--- src/design/gts_pkg.sv ---
// Shared types and constants for the grouped topological sorter.
`timescale 1ns / 1ps

package gts_pkg;

    localparam int MAX_ITEMS  = 64;
    localparam int MAX_GROUPS = 64;
    localparam int MAX_EDGES  = 256;
    localparam int SLOTS      = MAX_ITEMS + MAX_GROUPS;

    localparam int ITEM_W  = $clog2(MAX_ITEMS);
    localparam int SLOT_W  = $clog2(SLOTS);
    localparam int CFG_W   = 7;
    localparam int CNT_W   = SLOT_W + 1;
    localparam int EADDR_W = $clog2(MAX_EDGES);
    localparam int ECNT_W  = EADDR_W + 1;
    localparam int DEG_W   = ECNT_W;
    localparam int EDGE_W  = 2 * ITEM_W;

    localparam int IN_DATA_W  = 24;
    localparam int OUT_DATA_W = 8;

    // Configuration register indexes
    localparam logic CFG_ITEM_COUNT  = 1'b0;
    localparam logic CFG_GROUP_COUNT = 1'b1;

    typedef enum logic [1:0] {
        OP_CLEAR     = 2'd0,
        OP_SET_GROUP = 2'd1,
        OP_ADD_EDGE  = 2'd2,
        OP_START     = 2'd3
    } t_op;

    typedef enum logic [5:0] {
        S_IDLE, S_INIT, S_CLR, S_GID_RD, S_GID_WR,
        S_DEG_E, S_DEG_G, S_DEG_R, S_DEG_W,
        S_GS_RD, S_GS_CK, S_GPOP, S_GTAKE,
        S_GE, S_GE_G, S_GE_R, S_GE_W, S_GCHK,
        S_KRD, S_KSET, S_IS_RD, S_IS_CK, S_IPOP, S_ITAKE,
        S_IE, S_IE_G, S_IE_R, S_IE_W, S_ICHK,
        S_EMIT_RD, S_EMIT, S_FAIL
    } t_state;

    typedef enum logic [5:0] {
        C_NONE, C_INIT, C_CLR, C_GID_RD, C_GID_WR,
        C_DEG_E, C_DEG_G, C_DEG_R, C_DEG_W,
        C_GS_RD, C_GS_CK, C_GPOP, C_GTAKE,
        C_GE, C_GE_G, C_GE_R, C_GE_W,
        C_GCHK, C_KRD, C_KSET, C_IS_RD, C_IS_CK, C_IPOP, C_ITAKE,
        C_IE, C_IE_G, C_IE_R, C_IE_W, C_ICHK,
        C_EMIT_RD, C_EMIT, C_FAIL
    } t_cmd;

    typedef struct packed {
        t_cmd op;
        logic load;
    } t_ctrl;

    typedef struct packed {
        logic e_done;
        logic clr_last;
        logic gid_last;
        logic i_eq_total;
        logic i_eq_n;
        logic q_empty;
        logic range_skip;
        logic grp_skip;
        logic it_skip;
        logic gid_b_ne_g;
        logic cnt_ok_total;
        logic cnt_ok_members;
        logic k_done;
        logic out_busy;
        logic emit_last;
    } t_status;

endpackage

--- src/design/gts_ctrl.sv ---
// Sequencer that steps the datapath through load, clear, count, order and emit.
`timescale 1ns / 1ps

module gts_ctrl (
    input  logic            i_clk,
    input  logic            i_rst_n,
    input  logic            i_valid,
    input  logic [1:0]      i_opcode,
    input  gts_pkg::t_status i_stat,
    output logic            o_ready,
    output gts_pkg::t_ctrl  o_ctrl
);
    import gts_pkg::*;

    t_state r_state, n_state;

    // Hold state
    always_ff @(posedge i_clk) begin
        if (!i_rst_n) begin
            r_state <= S_IDLE;
        end else begin
            r_state <= n_state;
        end
    end

    // Pick next state
    always_comb begin
        n_state = r_state;
        unique case (r_state)
            S_IDLE:    if (i_valid && (i_opcode == OP_START)) n_state = S_INIT;
            S_INIT:    n_state = S_CLR;
            S_CLR:     if (i_stat.clr_last) n_state = S_GID_RD;
            S_GID_RD:  n_state = S_GID_WR;
            S_GID_WR:  n_state = i_stat.gid_last ? S_DEG_E : S_GID_RD;
            S_DEG_E:   n_state = i_stat.e_done ? S_GS_RD : S_DEG_G;
            S_DEG_G:   n_state = i_stat.range_skip ? S_DEG_E : S_DEG_R;
            S_DEG_R:   n_state = S_DEG_W;
            S_DEG_W:   n_state = S_DEG_E;
            S_GS_RD:   n_state = i_stat.i_eq_total ? S_GPOP : S_GS_CK;
            S_GS_CK:   n_state = S_GS_RD;
            S_GPOP:    n_state = i_stat.q_empty ? S_GCHK : S_GTAKE;
            S_GTAKE:   n_state = S_GE;
            S_GE:      n_state = i_stat.e_done ? S_GPOP : S_GE_G;
            S_GE_G:    n_state = i_stat.range_skip ? S_GE : S_GE_R;
            S_GE_R:    n_state = i_stat.grp_skip ? S_GE : S_GE_W;
            S_GE_W:    n_state = S_GE;
            S_GCHK:    n_state = i_stat.cnt_ok_total ? S_KRD : S_FAIL;
            S_KRD:     n_state = i_stat.k_done ? S_EMIT_RD : S_KSET;
            S_KSET:    n_state = S_IS_RD;
            S_IS_RD:   n_state = i_stat.i_eq_n ? S_IPOP : S_IS_CK;
            S_IS_CK:   n_state = S_IS_RD;
            S_IPOP:    n_state = i_stat.q_empty ? S_ICHK : S_ITAKE;
            S_ITAKE:   n_state = S_IE;
            S_IE:      n_state = i_stat.e_done ? S_IPOP : S_IE_G;
            S_IE_G:    n_state = i_stat.it_skip ? S_IE : S_IE_R;
            S_IE_R:    n_state = i_stat.gid_b_ne_g ? S_IE : S_IE_W;
            S_IE_W:    n_state = S_IE;
            S_ICHK:    n_state = i_stat.cnt_ok_members ? S_KRD : S_FAIL;
            S_EMIT_RD: n_state = S_EMIT;
            S_EMIT: begin
                if (!i_stat.out_busy) n_state = i_stat.emit_last ? S_IDLE : S_EMIT_RD;
            end
            S_FAIL:    if (!i_stat.out_busy) n_state = S_IDLE;
            default:   n_state = S_IDLE;
        endcase
    end

    // Drive datapath commands
    always_comb begin
        o_ready     = (r_state == S_IDLE);
        o_ctrl.load = i_valid && (r_state == S_IDLE);
        unique case (r_state)
            S_INIT:    o_ctrl.op = C_INIT;
            S_CLR:     o_ctrl.op = C_CLR;
            S_GID_RD:  o_ctrl.op = C_GID_RD;
            S_GID_WR:  o_ctrl.op = C_GID_WR;
            S_DEG_E:   o_ctrl.op = C_DEG_E;
            S_DEG_G:   o_ctrl.op = C_DEG_G;
            S_DEG_R:   o_ctrl.op = C_DEG_R;
            S_DEG_W:   o_ctrl.op = C_DEG_W;
            S_GS_RD:   o_ctrl.op = C_GS_RD;
            S_GS_CK:   o_ctrl.op = C_GS_CK;
            S_GPOP:    o_ctrl.op = C_GPOP;
            S_GTAKE:   o_ctrl.op = C_GTAKE;
            S_GE:      o_ctrl.op = C_GE;
            S_GE_G:    o_ctrl.op = C_GE_G;
            S_GE_R:    o_ctrl.op = C_GE_R;
            S_GE_W:    o_ctrl.op = C_GE_W;
            S_GCHK:    o_ctrl.op = C_GCHK;
            S_KRD:     o_ctrl.op = C_KRD;
            S_KSET:    o_ctrl.op = C_KSET;
            S_IS_RD:   o_ctrl.op = C_IS_RD;
            S_IS_CK:   o_ctrl.op = C_IS_CK;
            S_IPOP:    o_ctrl.op = C_IPOP;
            S_ITAKE:   o_ctrl.op = C_ITAKE;
            S_IE:      o_ctrl.op = C_IE;
            S_IE_G:    o_ctrl.op = C_IE_G;
            S_IE_R:    o_ctrl.op = C_IE_R;
            S_IE_W:    o_ctrl.op = C_IE_W;
            S_ICHK:    o_ctrl.op = C_ICHK;
            S_EMIT_RD: o_ctrl.op = C_EMIT_RD;
            S_EMIT:    o_ctrl.op = C_EMIT;
            S_FAIL:    o_ctrl.op = C_FAIL;
            default:   o_ctrl.op = C_NONE;
        endcase
    end

endmodule

--- config.mk ---
export PLATFORM = sky130hd
export DESIGN_NAME = gts_ctrl
export DESIGN_NICKNAME = d
export VERILOG_FILES = /design/src/design/gts_pkg.sv /design/src/design/gts_ctrl.sv
export SDC_FILE = /design/constraint.sdc
export NUM_CORES = 1
export LEC_CHECK = 0
export BUFFER_PORTS_ARGS = -buffer_cell sky130_fd_sc_hd__buf_4
export CORE_MARGIN = 3
export CORE_UTILIZATION = 50
export CTS_CLUSTER_SIZE = 40
export DETAILED_ROUTE_END_ITERATION = 12
export GPL_TIMING_DRIVEN = 1
export PLACE_DENSITY = 0.78
export SLEW_MARGIN = 40
export SYNTH_ARGS = -nofsm -noshare
export SYNTH_HDL_FRONTEND = slang
export SYNTH_SLANG_ARGS = --single-unit
--- constraint.sdc ---
create_clock -name i_clk -period 1.9 [get_ports i_clk]
set_input_delay 0.19 -clock i_clk [delete_from_list [all_inputs] [get_ports i_clk]]
set_output_delay 0.19 -clock i_clk [all_outputs]
set_load 0.05 [all_outputs]
After elaboration in Yosys (flattened, before gate mapping)
Memories as Yosys holds them, arrays and structs flattened. A register that Yosys moved wholly into a read port is not among the register bits.
Index checks and enable logic that the tools add are counted.
{"block": "classes", "n_eq_ne": 36, "muxes": 25, "reduce_logical": 7}
{"operator": "one-hot mux 6 bit (29 select lines)", "count": 1}
{"operator": "equality test 6 x 5 -> 1 bit, second input constant", "count": 16}
{"operator": "equality test 6 x 4 -> 1 bit, second input constant", "count": 8}
{"operator": "two-way mux 6 bit", "count": 5}
{"operator": "two-way mux 5 bit", "count": 5}
{"operator": "equality test 6 x 3 -> 1 bit, second input constant", "count": 4}
{"operator": "two-way mux 4 bit", "count": 6}
{"operator": "equality test 6 x 2 -> 1 bit, second input constant", "count": 2}
{"operator": "two-way mux 2 bit", "count": 5}
{"operator": "equality test 6 x 1 -> 1 bit, second input constant", "count": 1}
{"operator": "logical NOT 6 bit", "count": 1}
{"operator": "two-way mux 3 bit", "count": 2}
{"operator": "inequality test 2 bit, second input constant", "count": 3}
{"operator": "OR reduction 2 bit", "count": 3}
{"operator": "AND reduction 4 bit", "count": 1}
{"operator": "equality test 2 bit, second input constant", "count": 1}
{"operator": "logical AND 1 bit", "count": 2}
{"operator": "inequality test 2 x 1 -> 1 bit, second input constant", "count": 1}
{"operator": "two-way mux 1 bit", "count": 1}
{"block": "word_totals", "register_bits": 6, "romBits": 160, "output_inout_bits": 8, "n_memories": 1}
{"name": "(no name shown)", "depth": 32, "word_bits": 5, "rd": 1, "rd_ports_with_merged_regs": 1, "write_ports": 0, "line_no": "gts_ctrl.sv:72", "rtl": "unique case (r_state)"}

Longest topological paths before layout
{"block": "logic_depth", "depth_word": 6, "ltp_mapped": 7, "ltp_nobuf": 5}

Worst setup path after synthesis
No wires, ideal clock.
{"block": "synth_path", "path_kind": "reg-to-reg", "startpoint": "reg r_state[1]", "endpoint": "reg, netlist name o_ctrl[5]", "arrival_ns": 1.480, "required_time_ns": 1.782, "slack_ns": 0.302, "stages_incl_launch_ff": 6, "path_buffers": 0, "period_less_slack_ns": 1.598, "path_cell_list": "dfxtp_1 or3b_1 or4_1 nand4_1 a31oi_1 o21a_1"}
{"item": "from (decl)", "line_no": "gts_ctrl.sv:15", "rtl": "t_state r_state, n_state;"}
{"item": "from (signal assigned)", "line_no": "gts_ctrl.sv:22", "rtl": "r_state <= n_state;"}

==> flow_metrics.py <==
metrics = {
    "outcome": {
        "status": "finished clean",
    },
    "cells_and_area": {
        "multiInputGateArea_um2": 618,
        "layout_commonest_cell": "buf_4",
        "synth_to_final_area_change_pct": 30.6,
        "antennaDiodeCount": 0,
        "final_core_util": 0.728,
        "seq_area_um2": 200,
        "finalNetCount": 177,
        "post_route_cells_drive_above_1_share": 0.271,
        "layout.filler_cells": 122,
        "mostFrequentLayoutCells": "buf_4 (35), nand2_1 (11), dfxtp_1 (10)",
    },
    "synth": {
        "netlist_area_um2": 888,
        "syn_inst": 127,
        "ys_ff_latch": 10,
        "mappedNetlistNets": 147,
        "synth.yosys.seq_area_share": 0.225,
        "yosys_warn_count": 0,
        "synth.lib_cells_used.distinct": 42,
        "avgSynthCellArea_um2": 6.99,
    },
    "place": {
        "dp_hpwl_mm": 2.04,
        "numPortBuffers": 26,
        "gp_congestion": 0.926,
        "dp_slack_ns": 0.0935,
    },
    "worst_setup_path": {
        "rr_startpoint": "r_state[1]",
        "worstSetupStartpointType": "flop",
        "arrival_time_reported_for_the_critical_path_endpoint_ns": 1.94,
        "setup.worst_path.end_class": "flop",
        "ff2ff_path_depth": 5,
        "path_max_fanout": 9,
        "reg2reg_slack_ns": 0.1,
        "required_time_of_the_worst_setup_path_ns": 2.04,
        "critical_path.reg2reg.endpoint": "o_ctrl[5]",
        "crit_type": "reg -> reg",
    },
    "pwr": {
        "sequential_share_of_power": 0.233,
        "power.switching_fraction": 0.513,
        "clkPwrFrac": 0.083,
        "powerDensity_nw_per_um2": 1340,
        "p_int_uw": 759,
        "combPwrFrac": 0.684,
        "ir_drop_mv": 1.11,
        "p_leak_uw": 0.000471,
        "net-switching-power_uw": 798,
    },
    "timing": {
        "sum_of_negative_setup_slack_ns": 0,
        "layout_worst_path_cycle_share": 0.947,
        "finalHoldViolCount": 0,
        "skew_ns": 0.00428,
        "setup_slack_ns": 0.0999,
        "setup_repair_after_global_routing_missed_its_margin": "false",
        "setup_violations": 0,
        "achievable-frequency_mhz": 556,
        "post-route-min-period_ns": 1.80,
        "worst_hold_slack_ns": 0.182,
        "slew_violations": 0,
    },
    "route": {
        "vias_per_cell": 6.13,
        "drt_first_pass_iters": 4,
        "routedWlPerCell_um": 14.4,
        "drt_first_iter_violations": 53,
        "drcViolationCount": 0,
        "drt-total-wl_mm": 2.57,
        "route.antenna.remaining_nets": 0,
        "detailroute.via_count": 1097,
    },
    "die": {
        "rows": 14,
        "floorplan.initialDensity": 0.557,
        "die_h_um": 48.2,
        "horizontal_extent_of_the_die_um": 48.2,
        "i_o_pin_total": 28,
        "total_die_area_um2": 2320,
        "floorplan.core_area_um2": 1590,
    },
    "grt": {
        "vias_in_the_first_global_route": 929,
        "globalRoute.totalOverflow": 0,
        "antenna_violations_before_repair": 0,
        "pin_count_of_the_biggest_net_entering_global_routing": 17,
        "grt_use_total": 0.250,
        "grt_pass1_wl_mm": 4.13,
    },
    "clocking": {
        "cts_post_setup_buffers_inserted": 0,
        "clock_tree.htree_level_count": 1,
        "root_buffer": "clkbuf_4",
        "clkTransAtPathRegs_ns": 0.06,
        "cts-root-to-sink-buffers": 2,
        "latest_clock_arrival_within_the_worst_skew_pair_ns": 0.25,
        "numCtsBuffers": 3,
        "clock-sinks": 10,
        "post_cts_hold_buffer_count": 0,
        "cts_tree": "done",
    },
    "hold_path": {
        "hold_path_startpoint": "i_rst_n",
        "min_path_type": "in -> reg",
        "worst_hold_path.endpoint": "r_state[4]",
        "min_path_cells": 2,
    },
    "job": {
        "timing.max_cap.violations": 0,
    },
}
-- cell families (layout without fill, tap and decap cells) --
| logic type | count (synthesis) | in the layout | share of synthesized area |
|---|---|---|---|
| AND/OR/NAND/NOR | 56 | 56 | 0.341 |
| AO/OA/AOI/OAI | 41 | 41 | 0.318 |
| buffers and inverters | 17 | 45 | 0.0859 |
| flip-flops | 10 | 10 | 0.225 |
| multiplexers | 2 | 2 | 0.0254 |
| other | 1 | 1 | 0.00422 |
-- power by group through the flow --
stage / combinational [uW] / clock [uW] / sequential [uW]
floorplan: 673 / 0 / 428
global placement: 1050 / 0 / 358
detailed placement: 1060 / 0 / 361
CTS: 1060 / 136 / 359
global route: 1150 / 144 / 372
finish: 1060 / 129 / 363
-- state kept, by name, indices dropped and copies added, names as in the netlist --
register,flops
o_ctrl,5
r_state,5
-- Yosys cell counts --
master | number | area, um^2
mux2_2 | 2 | 22.5
or3b_1 | 1 | 8.76
nand4_1 | 3 | 18.8
a311o_1 | 1 | 10.0
and3_1 | 3 | 18.8
o21bai_1 | 1 | 7.51
or4_1 | 2 | 15.0
a2111o_1 | 1 | 11.3
o311ai_0 | 1 | 8.76
or4b_1 | 1 | 10.0
a31oi_1 | 7 | 43.8
nand2b_1 | 8 | 50.1
o21ai_0 | 7 | 35.0
o31a_1 | 1 | 8.76
a2111oi_0 | 1 | 8.76
nand4b_1 | 1 | 8.76
a21oi_1 | 8 | 40.0
nor2_1 | 8 | 30.0
clkbuf_1 | 2 | 7.51
nand2_1 | 11 | 41.3
o21a_1 | 2 | 15.0
nand3_1 | 6 | 30.0
o211a_1 | 1 | 10.0
a311oi_1 | 1 | 8.76
inv_2 | 1 | 3.75
buf_4 | 1 | 7.51
and2_1 | 4 | 25.0
o32a_1 | 1 | 10.0
o211ai_1 | 1 | 7.51
o311ai_1 | 1 | 8.76
or2_1 | 2 | 12.5
o2bb2ai_1 | 1 | 8.76
o2111ai_1 | 2 | 17.5
buf_2 | 7 | 35.0
nor2b_1 | 1 | 6.26
dfxtp_1 | 10 | 200
o22ai_1 | 2 | 12.5
conb_1 | 1 | 3.75
nor3_1 | 4 | 20.0
a221o_1 | 1 | 10.0
nand3b_1 | 1 | 7.51
inv_1 | 6 | 22.5
-- worst max-delay path, cell delays in order (launching register included) --
cell and delay (ns):
dfxtp_1 0.46, or3b_1 0.42, or4_1 0.44, nand4_1 0.13
a31oi_1 0.06, o21a_1 0.19
-- what timing repair did --
action,CTS,global route
hold endpoints to repair,0,0
resized for setup,0,2
setup endpoints to repair,0,4
-- final cells by class --
class | instances | share of cell area
Timing Repair Buffer | 35 | 0.227
Sequential cell | 10 | 0.173
Inverter | 7 | 0.0227
Clock buffer | 3 | 0.0194
Multi-Input combinational cell | 100 | 0.533
Tap cell | 24 | 0.0259
-- routing by layer --
metal | up-vias | wire (um) | track usage
met3 | 2 | 140 | 0.0369
met2 | 54 | 1290 | 0.406
met4 | 0 | 10 | 0.102
li1 | 529 | - | -
met1 | 512 | 1130 | 0.328
met5 | - | 0 | 0
-- how the worst max path moves through the flow --
stage                     from          to  slack, ns  cells after the start
finish              r_state[1]   o_ctrl[5]        0.1                      5
CTS                 r_state[1]  r_state[2]       0.05                      7
floorplan           r_state[1]   o_ctrl[5]       0.30                      5
detailed placement  r_state[0]  r_state[2]       0.09                      7
global route        r_state[1]  r_state[4]      0.007                      5
global placement    r_state[1]   o_ctrl[3]       0.13                      7
-- stage by stage --
stage          cell area (um^2)  instances  power [uW]
2_1_floorplan               888        127        1100
3_3_place_gp               1130        176        1410
3_5_place_dp               1130        176        1420
4_1_cts                    1150        179        1560
5_1_grt                    1160        179        1670
6_report                   1160        179        1560
(Power assumes the default switching activity.)
